## config.mk

```make
export PLATFORM = sky130hd
export DESIGN_NAME = sse_member_list
export DESIGN_NICKNAME = d
export VERILOG_FILES = /design/src/sse_pkg.sv /design/src/sse_member_list.sv
export SDC_FILE = /design/constraint.sdc
export NUM_CORES = 2
export LEC_CHECK = 0
export BUFFER_PORTS_ARGS = -buffer_cell sky130_fd_sc_hd__buf_2
export CAP_MARGIN = 20
export CORE_ASPECT_RATIO = 0.7
export CORE_UTILIZATION = 60
export CTS_CLUSTER_DIAMETER = 100
export DETAILED_ROUTE_END_ITERATION = 6
export PLACE_DENSITY = 0.76
export SYNTH_ARGS = -nofsm -noshare
export SYNTH_HDL_FRONTEND = slang
export SYNTH_SLANG_ARGS = --single-unit
export TNS_END_PERCENT = 5
```

## constraint.sdc

```tcl
create_clock -name clock -period 4.4 [get_ports clock]
set_clock_uncertainty 0.05 [all_clocks]
set_input_delay 0 -clock clock [delete_from_list [all_inputs] [get_ports clock]]
set_output_delay 0 -clock clock [all_outputs]
set_load 0.005 [all_outputs]
```

## src/sse_pkg.sv

```systemverilog
`timescale 1ns / 1ps
package sse_pkg;

   localparam int CAPACITY = 256;
   localparam int ID_RANGE = 1024;
   localparam int CAP_W    = $clog2(CAPACITY);
   localparam int ID_W     = $clog2(ID_RANGE);
   localparam int CNT_W    = CAP_W + 1;

   localparam logic [1:0] STATUS_OK      = 2'd0;
   localparam logic [1:0] STATUS_BAD_ID  = 2'd1;
   localparam logic [1:0] STATUS_FULL    = 2'd2;
   localparam logic [1:0] STATUS_ABSENT  = 2'd3;

   localparam logic FUNC_ADD    = 1'b0;
   localparam logic FUNC_REMOVE = 1'b1;

   typedef struct packed {
      logic            func;
      logic [ID_W-1:0] id;
   } req_type;

   typedef struct packed {
      logic [CAP_W-1:0] slot;
      logic [1:0]       status;
      logic [CNT_W-1:0] count;
   } rsp_type;

   // write port of the slot table
   typedef struct packed {
      logic             en;
      logic [ID_W-1:0]  addr;
      logic [CAP_W-1:0] data;
   } tbl_wr_type;

   // write port of the member list
   typedef struct packed {
      logic             en;
      logic [CAP_W-1:0] addr;
      logic [ID_W-1:0]  data;
   } lst_wr_type;

   // both read ports of the member list
   typedef struct packed {
      logic             en;
      logic [CAP_W-1:0] addr_a;
      logic [CAP_W-1:0] addr_b;
   } lst_rd_type;

endpackage

```

## src/sse_member_list.sv

```systemverilog
`timescale 1ns / 1ps
module sse_member_list (
   input  logic                     clock,
   input  sse_pkg::lst_rd_type      rd,
   input  sse_pkg::lst_wr_type      wr,
   output logic [sse_pkg::ID_W-1:0] rd_data_a,
   output logic [sse_pkg::ID_W-1:0] rd_data_b
);
   import sse_pkg::*;

   logic [ID_W-1:0] mem_ff [CAPACITY];
   logic [ID_W-1:0] rd_a_ff;
   logic [ID_W-1:0] rd_b_ff;

   always_ff @(posedge clock) begin
      if (wr.en) begin
         mem_ff[wr.addr] <= wr.data;
      end
   end

   // reads and writes never fall in the same cycle here
   always_ff @(posedge clock) begin
      if (rd.en) begin
         rd_a_ff <= mem_ff[rd.addr_a];
         rd_b_ff <= mem_ff[rd.addr_b];
      end
   end

   assign rd_data_a = rd_a_ff;
   assign rd_data_b = rd_b_ff;

endmodule

```

==> metrics.md <==
| Metric | Value |
|---|---|
| DR top layer | met5 |
| Worst setup slack after placement | 413 ps |
| Total Negative Setup Slacks | 0 ps |
| Routed length on met2 | 161000 um |
| Total met3 wirelength after detailed routing | 72400 um |
| GR Util All Layers | 0.380 |
| Worst-skew pair later-pin latency | 930 ps |
| Max-slew headroom | 0.120 |
| Routed len/inst | 41.2 um |
| Routability-driven placement congestion ratio | 0.999 |
| Sequential cell area in the final layout | 77500 um^2 |
| Share of synthesized registers carrying an async set or reset | 0 |
| Post-CTS Repair Setup Buffers | 0 |
| Area fraction of the dominant cell type after synthesis | 0.644 |
| Max Cap Viol | 0 |
| Worst Hold Class | in -> reg |
| Type of element launching the critical path | flip-flop |
| Pre-Repair DR Iteration Count | 6 |
| Post-Synthesis Cells | 5980 |
| Critical path fanouts, max | 2 |
| Transition time at the pin with the least slew margin | 1320 ps |
| Full die area | 202000 um^2 |
| Clk pin slew, worst setup/hold paths | 70 ps |
| Antenna violations before repair | 26 |
| Final hold violation count | 0 |
| Number of enable flip-flop cells after synthesis | 2580 |
| Post-synthesis register bit count | 2580 |
| Maximum clock frequency | 0.296 GHz |
| Sinks on Clock Net | 2580 |
| Crit end category | flip-flop |
| Setup violators final | 0 |
| Filler Cells Inserted | 12300 |
| Ranking of synthesized cells by area | edfxtp_1 (64%), mux4_2 (24%), mux2i_1 (3.3%) |
| Final core utilization | 0.675 |
| Mean cell area of the mapped netlist | 20.1 um^2 |
| Dominant cell type by area after synthesis | edfxtp_1 |
| Minimum setup slack in the final design | 1030 ps |
| Via count normalized by instance count | 7.80 |
| Root cell of the clock tree | clkbuf_16 |
| Maximum number of pins on one net before global-route repair | 153 |
| Sum of routed wire segments on met1 | 131000 um |
| Worst EP arrival | 3970 ps |
| Die W | 537 um |
| Chip height | 377 um |
| DP HPWL | 247000 um |
| Critical path required time | 4990 ps |
| Library cells used by synthesis | 68 |
| Top-level I/O count | 57 |
| Antenna Violating Nets Remaining | 0 |
| Leakage power | 42.9 nW |
| Total routed wirelength | 381000 um |
| Synth Flop Type | edfxtp_1 |
| Share of cells above drive strength 1 | 0.350 |
| Initial detailed-routing violation count | 13795 |
| TritonCTS clock tree | yes |
| Post-route fraction of the period consumed by the critical path | 0.767 |
| DRC viols | 0 |
| Core Rows | 137 |
| IR Drop Worst-Case VDD | 0.365 mV |
| H-tree Lvls | 4 |
| Cell area after placement | 126000 um^2 |
| Count of vias placed by the detailed router | 72125 |
| Wire length of the first global-routing pass | 533000 um |
| Design area | 134000 um^2 |
| Post-synth design cell area | 120000 um^2 |
| Core area | 199000 um^2 |
| Number of buffers added by the clock tree synthesis step | 239 |
| Power per cell area | 394 nW/um^2 |
| Unrepaired setup endpoints after global routing | false |
| Number of nets at the end of the flow | 6436 |
| Multi-input gate area in the final layout | 39900 um^2 |
| Period minus WS final | 3370 ps |
| GR Overflow Total | 0 |
| Maximum clock path buffer count | 4 |
| Number of buffer cells added on primary ports | 56 |
| Number of global-route vias before repair | 69749 |
| Final max-slew violation count | 0 |
| Result of the run | finished clean |
| Number of nets produced by synthesis | 6017 |
| CP Class | reg -> reg |
| Synth warnings | 0 |
| Area grow syn2layout | 11.7% |
| Number of resized instances in the post-cts repair step | 0 |
| Proportion of synthesized chip area in sequential cells | 0.644 |
| Initial cell density of the core | 0.604 |
-- synthesized netlist by cell type (5+ instances only) --
cell,number
a2111oi_0,23
a211o_1,5
a211oi_1,42
a21oi_1,58
a221oi_1,59
a22o_1,57
a22oi_1,51
a311oi_1,7
a31oi_1,21
and3_1,9
and3b_1,5
buf_1,26
buf_2,121
buf_4,68
buf_6,63
buf_8,18
clkbuf_1,179
edfxtp_1,2580
inv_1,6
mux2_2,19
mux2i_1,395
mux4_2,1262
nand2_1,92
nand2b_1,16
nand3_1,33
nand3b_1,5
nand4_1,9
nor2_1,341
nor2b_1,29
nor3_1,53
nor4_1,16
o211ai_1,11
o21ai_0,51
o221ai_1,77
o22ai_1,92
o2bb2ai_1,17
o31ai_1,8
o41ai_1,5
or2_2,7
-- path summary, 6_finish.rpt --
path | startpoint | end | slack (ps) | cells after the start
worst max-delay path | mem_ff[83][5] | rd_data_b[5] | 1030 | 6
worst max register to register | mem_ff[83][5] | rd_data_b[5] | 1030 | 6
worst min register to register | mem_ff[188][6] | rd_data_b[6] | 1090 | 5
worst min-delay path | rd[3] | rd_data_b[6] | 80 | 4
-- repair_timing --
action                     in CTS  in global routing
hold buffers                   21                  0
hold endpoints to repair     1554                  0
setup endpoints to repair       0                  0
-- cells in the final DEF (no fill, tap or decap), types with 51 or more instances in the layout --
cell and instances:
edfxtp_1 2580, mux4_2 1262, buf_4 502, mux2i_1 395
nor2_1 328, clkbuf_16 242, o22ai_1 92, nand2_1 91
o221ai_1 77, buf_12 70, a221oi_1 59, clkinv_2 58
a21oi_1 58, a22o_1 57, nor3_1 53, o21ai_0 51
a22oi_1 51
-- power by group --
part	leakage, nW	internal (W)	total, W	switching, W
clock	3.78	0.0117	0.0210	0.00930
sequential	23.2	0.0271	0.0272	0.0000698
combinational	15.9	0.00183	0.00478	0.00296
-- kinds of logic (layout without fill, tap and decap cells) --
family | Yosys count | count (layout) | synth area share
compound gates | 603 | 603 | 0.0371
other cells | 0 | 21 | 0
simple gates | 631 | 631 | 0.0233
mux | 1676 | 1676 | 0.271
flops | 2580 | 2580 | 0.644
buf+inv | 490 | 1096 | 0.0247
-- critical path, cell delays in order, from the launching register on --
cell      delay (ps)
edfxtp_1         370
mux4_2           480
a22o_1           270
a221oi_1         550
o22ai_1          400
nor3_1           870
nor4_1           120
-- metal layers --
metal	GRT usage	vias to the layer above
met4	0.143	24
met3	0.169	1036
met5	0.00191	-
met2	0.521	6910
li1	-	26937
met1	0.540	37218
-- layout make-up --
class	count	share of cell area
clock buffer	283	0.0460
clock inverter	145	0.0110
antenna	21	0.000391
tap	2641	0.0246
multi-input combinational	2910	0.297
sequential	2580	0.576
timing repair buffer	658	0.0441
inverter	10	0.000326
-- per-stage QoR --
step	total power [W]	cells	hold slack [ps]
after floorplan	0.0303	5980	48.9
after global placement	0.0322	8750	410
after detailed placement	0.0323	8763	416
after CTS	0.0528	9212	59.1
after global routing	0.0539	9230	86.7
final	0.0530	9248	78.3
-- registers in the layout, indices dropped and copies added (netlist names) --
signal and cells:
rd_data_a 10, rd_data_b 10, mem_ff 2560
No activity file was read; power rests on OpenSTA's default activity.
